$ cat config.mk
export PLATFORM = sky130hd
export DESIGN_NAME = tcw_ctrl
export DESIGN_NICKNAME = d
export VERILOG_FILES = /design/src/design/tcw_pkg.sv /design/src/design/tcw_ctrl.sv
export SDC_FILE = /design/constraint.sdc
export NUM_CORES = 1
export LEC_CHECK = 0
export ABC_CLOCK_PERIOD_IN_PS = 2200
export BUFFER_PORTS_ARGS = -buffer_cell sky130_fd_sc_hd__clkbuf_2
export CAP_MARGIN = 40
export CORE_MARGIN = 4
export CORE_UTILIZATION = 47
export CTS_CLUSTER_DIAMETER = 50
export DETAILED_ROUTE_END_ITERATION = 12
export PLACE_DENSITY_LB_ADDON = 0.08
export SYNTH_ARGS = -nofsm -noshare
export SYNTH_HDL_FRONTEND = slang
export SYNTH_SLANG_ARGS = --single-unit
$ cat constraint.sdc
create_clock -name clk -period 2.2 [get_ports clk]
set_clock_uncertainty 0.1 [all_clocks]
set_input_delay 0.11 -clock clk [delete_from_list [all_inputs] [get_ports clk]]
set_output_delay 0.11 -clock clk [all_outputs]
set_load 0.01 [all_outputs]
$ cat src/design/tcw_pkg.sv
// ----------------------------------------------------------------------------
// tcw_pkg
// Shared types and constants for the text console writer.
// ----------------------------------------------------------------------------
package tcw_pkg;

  localparam int unsigned CELL_W    = 16;
  localparam int unsigned ATTR_W    = 8;
  localparam int unsigned CHAR_W    = 8;
  localparam int unsigned COL_W     = 7;
  localparam int unsigned ROW_W     = 5;
  localparam int unsigned ACTION_W  = 2;

  localparam logic [CHAR_W-1:0] NEWLINE_CODE = 8'h0A;
  localparam logic [CHAR_W-1:0] BLANK_CODE   = 8'h20;
  localparam logic [ATTR_W-1:0] RESET_ATTR   = 8'h07;

  typedef enum logic [ACTION_W-1:0] {
    ACT_PUT_CUR = 2'd0,
    ACT_PUT_POS = 2'd1,
    ACT_CLEAR   = 2'd2,
    ACT_READ    = 2'd3
  } action_t;

  typedef enum logic [2:0] {
    ST_INIT,
    ST_IDLE,
    ST_READ,
    ST_SCROLL,
    ST_FILL
  } state_t;

  typedef struct packed {
    logic [ROW_W-1:0]  row;
    logic [COL_W-1:0]  column;
    logic [CHAR_W-1:0] char_code;
    action_t           action;
  } item_t;

  typedef struct packed {
    logic              scrolled;
    logic [COL_W-1:0]  cursor_column;
    logic [ROW_W-1:0]  cursor_row;
    logic [CELL_W-1:0] cell_data;
  } res_t;

endpackage

$ cat src/design/tcw_ctrl.sv
// ----------------------------------------------------------------------------
// tcw_ctrl
// Cursor logic and screen sequencer: cell writes, reads, scroll copy and
// blank fill, all through the screen RAM.
// ----------------------------------------------------------------------------
module tcw_ctrl #(
  parameter int unsigned COLUMNS = 80,
  parameter int unsigned ROWS    = 25
) (
  input  logic                                   clk,
  input  logic                                   rst_n,
  input  logic                                   in_valid,
  input  tcw_pkg::item_t                         in_item,
  output logic                                   in_ready,
  input  logic                                   out_free,
  input  logic [tcw_pkg::ATTR_W-1:0]             attr,
  output logic                                   done,
  output tcw_pkg::res_t                          res,
  output logic                                   mem_we,
  output logic [$clog2(COLUMNS*ROWS)-1:0]        mem_waddr,
  output logic [tcw_pkg::CELL_W-1:0]             mem_wdata,
  output logic [$clog2(COLUMNS*ROWS)-1:0]        mem_raddr,
  input  logic [tcw_pkg::CELL_W-1:0]             mem_rdata
);
  import tcw_pkg::*;

  localparam int unsigned CELLS = COLUMNS * ROWS;
  localparam int unsigned AW    = $clog2(CELLS);
  localparam int unsigned CNT_W = $clog2(CELLS + 1);

  state_t            state_r, state_nxt;
  logic [CNT_W-1:0]  cnt_r, cnt_nxt;
  logic [ROW_W-1:0]  row_r, row_nxt;
  logic [COL_W-1:0]  col_r, col_nxt;
  logic              scr_r, scr_nxt;
  logic              inside_r, inside_nxt;

  logic              accept;
  logic [CNT_W-1:0]  cur_addr;
  logic [CNT_W-1:0]  tgt_addr;
  logic [CNT_W-1:0]  copy_waddr;
  logic              on_screen;
  logic              is_nl;
  logic              wrap;
  logic              at_last_row;

  assign in_ready    = (state_r == ST_IDLE) && out_free;
  assign accept      = in_valid && in_ready;
  assign cur_addr    = CNT_W'(row_r) * CNT_W'(COLUMNS) + CNT_W'(col_r);
  assign tgt_addr    = CNT_W'(in_item.row) * CNT_W'(COLUMNS) + CNT_W'(in_item.column);
  assign copy_waddr  = cnt_r - CNT_W'(COLUMNS + 1);
  assign on_screen   = (in_item.column < COL_W'(COLUMNS)) && (in_item.row < ROW_W'(ROWS));
  assign is_nl       = (in_item.char_code == NEWLINE_CODE);
  assign wrap        = is_nl || (col_r == COL_W'(COLUMNS - 1));
  assign at_last_row = (row_r == ROW_W'(ROWS - 1));

  always_ff @(posedge clk) begin
    if (!rst_n) begin
      state_r  <= ST_INIT;
      cnt_r    <= '0;
      row_r    <= '0;
      col_r    <= '0;
      scr_r    <= 1'b0;
      inside_r <= 1'b0;
    end else begin
      state_r  <= state_nxt;
      cnt_r    <= cnt_nxt;
      row_r    <= row_nxt;
      col_r    <= col_nxt;
      scr_r    <= scr_nxt;
      inside_r <= inside_nxt;
    end
  end

  always_comb begin
    state_nxt     = state_r;
    cnt_nxt       = cnt_r;
    row_nxt       = row_r;
    col_nxt       = col_r;
    scr_nxt       = scr_r;
    inside_nxt    = inside_r;
    mem_we        = 1'b0;
    mem_waddr     = cur_addr[AW-1:0];
    mem_wdata     = {attr, in_item.char_code};
    mem_raddr     = tgt_addr[AW-1:0];
    done          = 1'b0;
    res.cell_data = '0;
    res.scrolled  = 1'b0;

    case (state_r)
      ST_INIT: begin
        // power-up clear uses the reset attribute
        mem_we    = 1'b1;
        mem_waddr = cnt_r[AW-1:0];
        mem_wdata = {RESET_ATTR, BLANK_CODE};
        if (cnt_r == CNT_W'(CELLS - 1)) begin
          state_nxt = ST_IDLE;
          cnt_nxt   = '0;
        end else begin
          cnt_nxt = cnt_r + 1'b1;
        end
      end
      ST_IDLE: begin
        if (accept) begin
          case (in_item.action)
            ACT_PUT_CUR: begin
              mem_we = !is_nl;
              if (wrap) begin
                col_nxt = '0;
                if (at_last_row) begin
                  state_nxt = ST_SCROLL;
                  cnt_nxt   = CNT_W'(COLUMNS);
                  scr_nxt   = 1'b1;
                end else begin
                  row_nxt = row_r + 1'b1;
                  done    = 1'b1;
                end
              end else begin
                col_nxt = col_r + 1'b1;
                done    = 1'b1;
              end
            end
            ACT_PUT_POS: begin
              mem_we    = on_screen;
              mem_waddr = tgt_addr[AW-1:0];
              done      = 1'b1;
            end
            ACT_CLEAR: begin
              state_nxt = ST_FILL;
              cnt_nxt   = '0;
              scr_nxt   = 1'b0;
            end
            ACT_READ: begin
              state_nxt  = ST_READ;
              inside_nxt = on_screen;
            end
            default: begin
              done = 1'b1;
            end
          endcase
        end
      end
      ST_READ: begin
        done          = 1'b1;
        res.cell_data = inside_r ? mem_rdata : '0;
        state_nxt     = ST_IDLE;
      end
      ST_SCROLL: begin
        // read cell cnt, write the one fetched last cycle one row up
        mem_raddr = cnt_r[AW-1:0];
        mem_we    = (cnt_r > CNT_W'(COLUMNS));
        mem_waddr = copy_waddr[AW-1:0];
        mem_wdata = mem_rdata;
        if (cnt_r == CNT_W'(CELLS)) begin
          state_nxt = ST_FILL;
          cnt_nxt   = CNT_W'(CELLS - COLUMNS);
        end else begin
          cnt_nxt = cnt_r + 1'b1;
        end
      end
      ST_FILL: begin
        mem_we    = 1'b1;
        mem_waddr = cnt_r[AW-1:0];
        mem_wdata = {attr, BLANK_CODE};
        if (cnt_r == CNT_W'(CELLS - 1)) begin
          done         = 1'b1;
          res.scrolled = scr_r;
          state_nxt    = ST_IDLE;
          cnt_nxt      = '0;
        end else begin
          cnt_nxt = cnt_r + 1'b1;
        end
      end
      default: begin
        state_nxt = ST_IDLE;
      end
    endcase

    res.cursor_row    = row_nxt;
    res.cursor_column = col_nxt;
  end

endmodule

; ---- Word-level counts from Yosys, hierarchy flattened
; Index checks and enable logic that the tools add are counted.
[op_classes]
shifts = 0
n_eq_ne = 21
reduce_logical = 14
n_mul = 2
n_bitwise = 0
n_addsub = 6
n_lt_le_gt_ge = 3
muxes = 44
div = 0
[ops]
columns = cell, count
row1 = two-way mux 11 bit, 8
row2 = one-hot mux 11 bit (3 select lines), 2
row3 = one-hot mux 16 bit (3 select lines), 1
row4 = two-way mux 16 bit, 2
row5 = two-way mux 7 bit, 4
row6 = two-way mux 5 bit, 5
row7 = adder 11 x 7 -> 11 bit, 2
row8 = "== test 11 bit, second input constant", 2
row9 = one-hot mux 11 bit (2 select lines), 1
row10 = one-hot mux 3 bit (3 select lines), 2
row11 = two-way mux 3 bit, 5
row12 = "multiplier 5 x 3 -> 7 bit, second input constant", 2
row13 = "adder 11 x 1 -> 11 bit, second input constant", 1
row14 = "> comparator 11 x 7 -> 1 bit, second input constant", 1
row15 = "subtractor 11 x 7 -> 11 bit, second input constant", 1
row16 = AND reduction 5 bit, 2
row17 = two-way mux 1 bit, 9
row18 = "== test 8 x 4 -> 1 bit, second input constant", 1
row19 = "inequality test 2 bit, second input constant", 4
row20 = "adder 7 x 1 -> 7 bit, second input constant", 1
row21 = "== test 7 bit, second input constant", 1
row22 = "< comparator 7 bit, second input constant", 1
row23 = "== test 3 x 2 -> 1 bit, second input constant", 2
row24 = "inequality test 3 bit, second input constant", 2
row25 = other kinds (22), 28
[totals]
ramBits = 0
ff_bits = 28
out_inout_bits = 70
mem_count = 0
latch_bits = 0
inputBits = 50
mem_bits_ro = 0

; ---- Logic depth before layout (Yosys ltp)
; Gate-level depths: netlist (run 1).
[logic_depth]
depth_word = 6
depth_mapped = 8
mapped_depth_nobuf = 8

; ---- Least setup slack after synthesis (run 1)
; Ideal clock, no wire load.
[synth_timing]
path_kind = flip-flop to output port
from = reg row_r[3]
to = out mem_waddr[10]
path_buffers = 0
path_stages_with_launch = 9
t_arrival_ns = 2.235
slack_ns = -0.245
cell_sequence = dfxtp_1 > ha_1 > ha_1 > fa_1 > xor2_1 > o2111ai_1 > xnor2_1 > xnor2_1 > a221o_1
[synth_via]
elab_chain_cells = 5
[synth_rtl]
columns = element, line
row1 = "start, declared", tcw_ctrl.sv:33  ; logic [ROW_W-1:0] row_r, row_nxt;
row2 = "start signal, assigned", tcw_ctrl.sv:68  ; row_r <= row_nxt;
row3 = multiplier 5 x 3 -> 7 bit (*), tcw_ctrl.sv:49  ; assign cur_addr = CNT_W'(row_r) * CNT_W'(COLUMNS) + CNT_W'(col_r);
row4 = adder 11 x 7 -> 11 bit (*), tcw_ctrl.sv:49
row5 = two-way mux 11 bit, tcw_ctrl.sv:105  ; case (in_item.action)
row6 = two-way mux 11 bit, tcw_ctrl.sv:104  ; if (accept) begin
row7 = one-hot mux 11 bit (3 select lines) (*), tcw_ctrl.sv:90  ; case (state_r)
row8 = "end, declared", tcw_ctrl.sv:20  ; output logic [$clog2(COLUMNS*ROWS)-1:0] mem_waddr,
; Mark *: on every way between the ends. The rest lies on a longest branch, timed or not.

; ---- Worst setup path after layout (run 1)
[layout_timing]
from = reg row_r[3]
to = out mem_waddr[9]
; The elaborated chain is that of the path after synthesis.

==> impl_metrics.json, run 1 <==
{
  "status": "finished, violations left",
  "violations": "negative setup slack",
  "r2r_cells": 10,
  "crit_path_start_kind": "flop",
  "syn-cell-area_um2": 3560,
  "synth.yosys.seq_area_share": 0.157,
  "peakVddDrop_uv": 293,
  "num-nets-final": 743,
  "tightest_slew_ns": 0.557,
  "routabilityCongestion": 0.915,
  "ys_seq_elements": 28,
  "vias_per_cell": 5.81,
  "critPathRequiredTime_ns": 1.99,
  "maxCapViolations": 0,
  "synth_top_area_frac": 0.157,
  "max_freq_ghz": 0.362,
  "syn-num-nets": 564,
  "dp_hpwl_mm": 10.0,
  "wl_per_cell_um": 17.8,
  "areaGrowthSynthToFinish_pct": 53.8,
  "grt.overflow.total": 0,
  "synth_edf_count": 0,
  "cts-root-buf": "clkbuf_8",
  "drive_gt1_frac": 0.474,
  "start_util": 0.489,
  "min_path_type": "input port to flop",
  "wl_mm": 13.6,
  "htreeDepth": 1,
  "final-setup-viol-count": 8,
  "antenna_found_initial": 0,
  "ant_nets": 0,
  "fin_cells": 764,
  "final_max_slew_viol_count": 0,
  "synth.distinct_cells": 85,
  "grt_max_degree": 25,
  "whs_path_depth": 3,
  "num_vias": 4440,
  "place_inst": 738,
  "num_antenna_cells": 0,
  "holdBufCountCts": 0,
  "finalInstanceArea_um2": 5480,
  "die_area_um2": 9040,
  "io_pins": 120,
  "clk_latency_ns": 0.29,
  "cts.sink_count": 28,
  "ys_top_cells_by_area": "dfxtp_1 16%, ha_1 8.1%, nand2_1 7.0%",
  "min_period_ns": 2.76,
  "comb_power_share": 0.383,
  "worstSetupPathType": "flop to output pin",
  "clockPowerShare": 0.237,
  "drc": 0,
  "yosysWarnings": 0,
  "grt_use_total": 0.279,
  "worst-endpoint-arrival_ns": 2.55,
  "firstDrtPassIters": 5,
  "ctsLongestPathBuffers": 2,
  "cellPowerDensity_nw_per_um2": 245,
  "p_int_mw": 0.898,
  "p_sw_frac": 0.332,
  "numCtsBuffers": 3,
  "fin_ws_ns": -0.562,
  "rsz0062_at_grt": "true",
  "slew_headroom": 0.625,
  "yosys.area.top_type": "dfxtp_1",
  "port_buffers": 119,
  "die_w_um": 95.1,
  "grt_pass1_vias": 4126,
  "p_leak_nw": 2.47,
  "synthArstFlopShare": 0,
  "clk_pin_slew_ns": 0.12,
  "die_h_um": 95.1,
  "finalCritPeriodShare": 1.26,
  "rows": 31,
  "coreArea_um2": 7290,
  "hold_viol_final": 0,
  "avgSynthCellArea_um2": 7.31,
  "crit_path_max_fanout": 2,
  "seqPwrFrac": 0.380,
  "cp-end-kind": "output pin",
  "grt_pass1_wl_mm": 20.1,
  "tritoncts": "yes",
  "synth_flop_cell": "dfxtp_1",
  "place_area_um2": 4670,
  "drt_iter0_drc": 366,
  "synth_most_common_cell": "nand2_1",
  "pre_cts_slack_ns": -0.348,
  "syn_inst": 487,
  "power_switching_mw": 0.446,
  "yosys-top-cells-count": "66 x nand2_1, 37 x o21ai_0, 33 x and2_1"
}
## power groups by stage
stage               Clock, mW  Sequential [mW]  Combinational, mW
finish                  0.318            0.511              0.515
global route            0.340            0.512              0.552
CTS                     0.321            0.514              0.448
detailed placement          0            0.525              0.394
global placement            0            0.524              0.385
floorplan                   0            0.528              0.193
## final cells by class
class	count	area, um2
multi-input combinational	405	3260
sequential	28	591
tap	99	124
clock buffer	4	45.0
timing repair buffer	207	1370
inverter	21	86.3
fill	566	1810
## critical path, stage by stage (launching register included)
cell	delay, ns
dfxtp_4	0.37
ha_4	0.24
ha_4	0.16
fa_2	0.55
buf_6	0.10
nand2_1	0.06
a21oi_2	0.13
xor2_1	0.08
a222oi_1	0.25
o21ai_1	0.16
clkbuf_2	0.16
## layer usage
metal,track usage,part of all wire,routed length (um)
met5,0,0,0
met4,0.0721,0.0093,126
met3,0.0395,0.066,898
met2,0.492,0.51,6950
met1,0.355,0.41,5600
## repair_timing
item	CTS	global route
cloned	0	0
resized for setup	64	83
pin swaps	33	30
buffers inserted	10	16
endpoints found under the setup margin	28	35
endpoints found under the hold margin	0	0
## logic make-up (layout without fill, tap and decap cells)
group                    Yosys count  count (layout)  synth area share
flip-flops                        28              28             0.157
adder cells (fa/ha/maj)           27              27             0.103
AND/OR/NAND/NOR                  217             217             0.335
AO/OA/AOI/OAI                    136             136             0.272
XOR/XNOR                          18              18            0.0443
buffers and inverters             54             232            0.0660
multiplexers                       7               7            0.0218
## cells in the final DEF, fill, tap and decap left out, types with 7 or more instances in the layout
cell type  netlist  final
dfxtp_2          0      9
ha_4             0     12
buf_4            3     71
nand2b_1         8      7
nor2_1          21     21
and2_1          33     31
nor2b_1         10     10
clkbuf_2         1    107
dfxtp_1         28     14
inv_1           21     17
a22o_1           7      7
nand3_1         24     20
buf_2           10      7
xor2_1           9      7
a21oi_1         22     15
ha_1            23      9
buf_6            1     18
nand2_1         66     60
o21ai_0         37     33
nor3_1           9      8
## registers in the layout (all words and copies together) (netlist names)
| register | flops |
|---|---|
| scr_r | 1 |
| cnt_r | 11 |
| col_r | 7 |
| state_r | 3 |
| inside_r | 1 |
| row_r | 5 |
## worst paths after layout
| kind | start | end | slack [ns] |
|---|---|---|---|
| max | row_r[3] | mem_waddr[9] | -0.56 |
| min | in_item[1] | inside_r | 0.14 |
| max reg2reg | cnt_r[1] | cnt_r[4] | 0.03 |
| min reg2reg | inside_r | inside_r | 0.38 |
## stage by stage
stage / util / TNS (ns) / total power, mW / hold WS [ns]
4_1_cts: 0.691 / -1.95 / 1.28 / 0.113
3_5_place_dp: 0.640 / -1.42 / 0.919 / 0.366
3_3_place_gp: 0.640 / -1.01 / 0.910 / 0.361
6_report: 0.752 / -1.98 / 1.34 / 0.139
5_1_grt: 0.752 / -2.96 / 1.40 / 0.132
2_1_floorplan: - / -0.0621 / 0.721 / 0.188
Power figures use the tool's default switching activity.
==> run 2: changes to the inputs <==
--- a/config.mk
+++ b/config.mk
@@ -5,11 +5,11 @@
 export SDC_FILE = /design/constraint.sdc
 export NUM_CORES = 1
 export LEC_CHECK = 0
-export ABC_CLOCK_PERIOD_IN_PS = 2200
+export ABC_CLOCK_PERIOD_IN_PS = 3200
 export BUFFER_PORTS_ARGS = -buffer_cell sky130_fd_sc_hd__clkbuf_2
 export CAP_MARGIN = 40
 export CORE_MARGIN = 4
-export CORE_UTILIZATION = 47
+export CORE_UTILIZATION = 50
 export CTS_CLUSTER_DIAMETER = 50
 export DETAILED_ROUTE_END_ITERATION = 12
 export PLACE_DENSITY_LB_ADDON = 0.08
==> constraint.sdc (replaced) <==
create_clock -name clk -period 3.2 [get_ports clk]
set_clock_uncertainty 0.1 [all_clocks]
set_input_delay 0.16 -clock clk [delete_from_list [all_inputs] [get_ports clk]]
set_output_delay 0.16 -clock clk [all_outputs]
set_load 0.01 [all_outputs]
==> run 2 against run 1 <==
The flow now finishes without violations. Die area fell by 5.5%. Largest cell class unchanged. Global-route usage fell by 1.7 points. Worst hold slack improved by 0.027 ns. Sequential power fell by 30%. Cell count fell by 11%. Combinational power fell by 56%. Worst setup slack improved by 0.71 ns. Critical endpoint is now mem_waddr[10]. Clock-buffer cell count did not move.
==> impl_metrics.json, run 2 (synthesized netlist as in run 1, its figures left out) <==
{
  "place_area_um2": 4170,
  "rsz0062_at_grt": "false",
  "start_util": 0.519,
  "port_buffers": 119,
  "crit_path_max_fanout": 6,
  "final-setup-viol-count": 0,
  "ant_nets": 0,
  "num_antenna_cells": 0,
  "clk_pin_slew_ns": 0.12,
  "drive_gt1_frac": 0.265,
  "holdBufCountCts": 0,
  "setup_tns_ns": 0,
  "coreArea_um2": 6870,
  "htreeDepth": 1,
  "numCtsBuffers": 3,
  "firstDrtPassIters": 5,
  "cellPowerDensity_nw_per_um2": 197,
  "r2r_cells": 5,
  "crit_path_start_kind": "flop",
  "tritoncts": "yes",
  "max_freq_ghz": 0.327,
  "num_vias": 4058,
  "vias_per_cell": 5.97,
  "die_h_um": 92.4,
  "clk_latency_ns": 0.30,
  "areaGrowthSynthToFinish_pct": 18.8,
  "grt_pass1_vias": 3849,
  "peakVddDrop_uv": 129,
  "largest_registers": "cnt_r: 11 flops, col_r: 7 flops, row_r: 5 flops",
  "wl_mm": 11.3,
  "wl_per_cell_um": 16.6,
  "drt_iter0_drc": 230,
  "cp-end-kind": "output pin",
  "worstSetupPathType": "flop to output pin",
  "die_w_um": 92.4,
  "cts-root-buf": "clkbuf_8",
  "grt.overflow.total": 0,
  "grt_use_total": 0.262,
  "num-nets-final": 662,
  "min_path_type": "input port to flop",
  "status": "complete, no violations",
  "regMostFlops": "cnt_r",
  "cts.sink_count": 28,
  "layout_common_cells": "119 x clkbuf_2, 66 x nand2_1, 37 x o21ai_0",
  "antenna_found_initial": 0,
  "dp_hpwl_mm": 8.96,
  "finalCritPeriodShare": 0.955,
  "hold_viol_final": 0,
  "finalInstanceArea_um2": 4230,
  "min_period_ns": 3.06,
  "drc": 0,
  "worst-endpoint-arrival_ns": 2.80,
  "routabilityCongestion": 0.875,
  "grt_pass1_wl_mm": 18.6,
  "grt_max_degree": 27,
  "largest_reg_flops": 11,
  "n_fill_cell": 685,
  "rows": 30,
  "final_max_slew_viol_count": 0,
  "mostFrequentLayoutCell": "clkbuf_2",
  "slew_headroom": 0.541,
  "critPathRequiredTime_ns": 2.94,
  "whs_path_depth": 3,
  "die_area_um2": 8540,
  "io_pins": 120,
  "ctsLongestPathBuffers": 2,
  "maxCapViolations": 0,
  "tightest_slew_ns": 0.688,
  "p_leak_nw": 1.97
}
run 2: worst max-delay path, stage by stage, from the launching register on:
cell and delay, ns:
dfxtp_1 0.44, ha_1 0.26, ha_1 0.23, fa_1 0.38
xor2_1 0.25, o2111ai_1 0.17, xnor2_1 0.16, xnor2_1 0.13
a221o_1 0.35, clkbuf_2 0.13
run 2: power breakdown:
| group | leakage (nW) | switching [mW] | internal (mW) |
|---|---|---|---|
| Clock | 0.0288 | 0.136 | 0.111 |
| Sequential | 0.227 | 0.00823 | 0.351 |
| Combinational | 1.72 | 0.125 | 0.101 |
| Total | 1.97 | 0.269 | 0.563 |
run 2: area by class of cell:
| cell class | instances | area (um2) | share of cell area |
|---|---|---|---|
| flip-flops and latches | 28 | 562 | 0.133 |
| multi-input cells | 405 | 2770 | 0.654 |
| clock buffers | 4 | 55.1 | 0.0130 |
| repair buffers | 126 | 648 | 0.153 |
| inverters | 21 | 78.8 | 0.0186 |
| well taps | 96 | 120 | 0.0284 |
run 2: per-stage QoR:
stage	hold WS, ns	utilization	std cells	power [mW]	setup slack [ns]
5_1_grt	0.169	0.616	680	0.869	0.00211
3_3_place_gp	0.363	0.608	676	0.588	0.543
4_1_cts	0.158	0.616	680	0.828	0.121
3_5_place_dp	0.370	0.608	676	0.591	0.450
6_report	0.167	0.616	680	0.833	0.144
2_1_floorplan	0.238	-	487	0.497	0.705
run 2: worst paths after layout:
| check | from | to | slack (ns) |
|---|---|---|---|
| max | row_r[1] | mem_waddr[10] | 0.14 |
| min | in_item[1] | inside_r | 0.17 |
| max reg2reg | state_r[0] | state_r[1] | 0.64 |
| min reg2reg | inside_r | inside_r | 0.38 |
run 2: what timing repair did:
item	4_1_cts	5_1_grt
setup buffers	0	0
gates resized for setup	0	1
endpoints found under the setup margin	0	1
run 2: metal layers:
metal	vias to the layer above	GRT usage	wire, um
met1	1888	0.328	4770
met4	0	0.0705	146
met5	-	0	0
li1	1977	-	-
met2	178	0.449	5350
met3	15	0.0585	1010
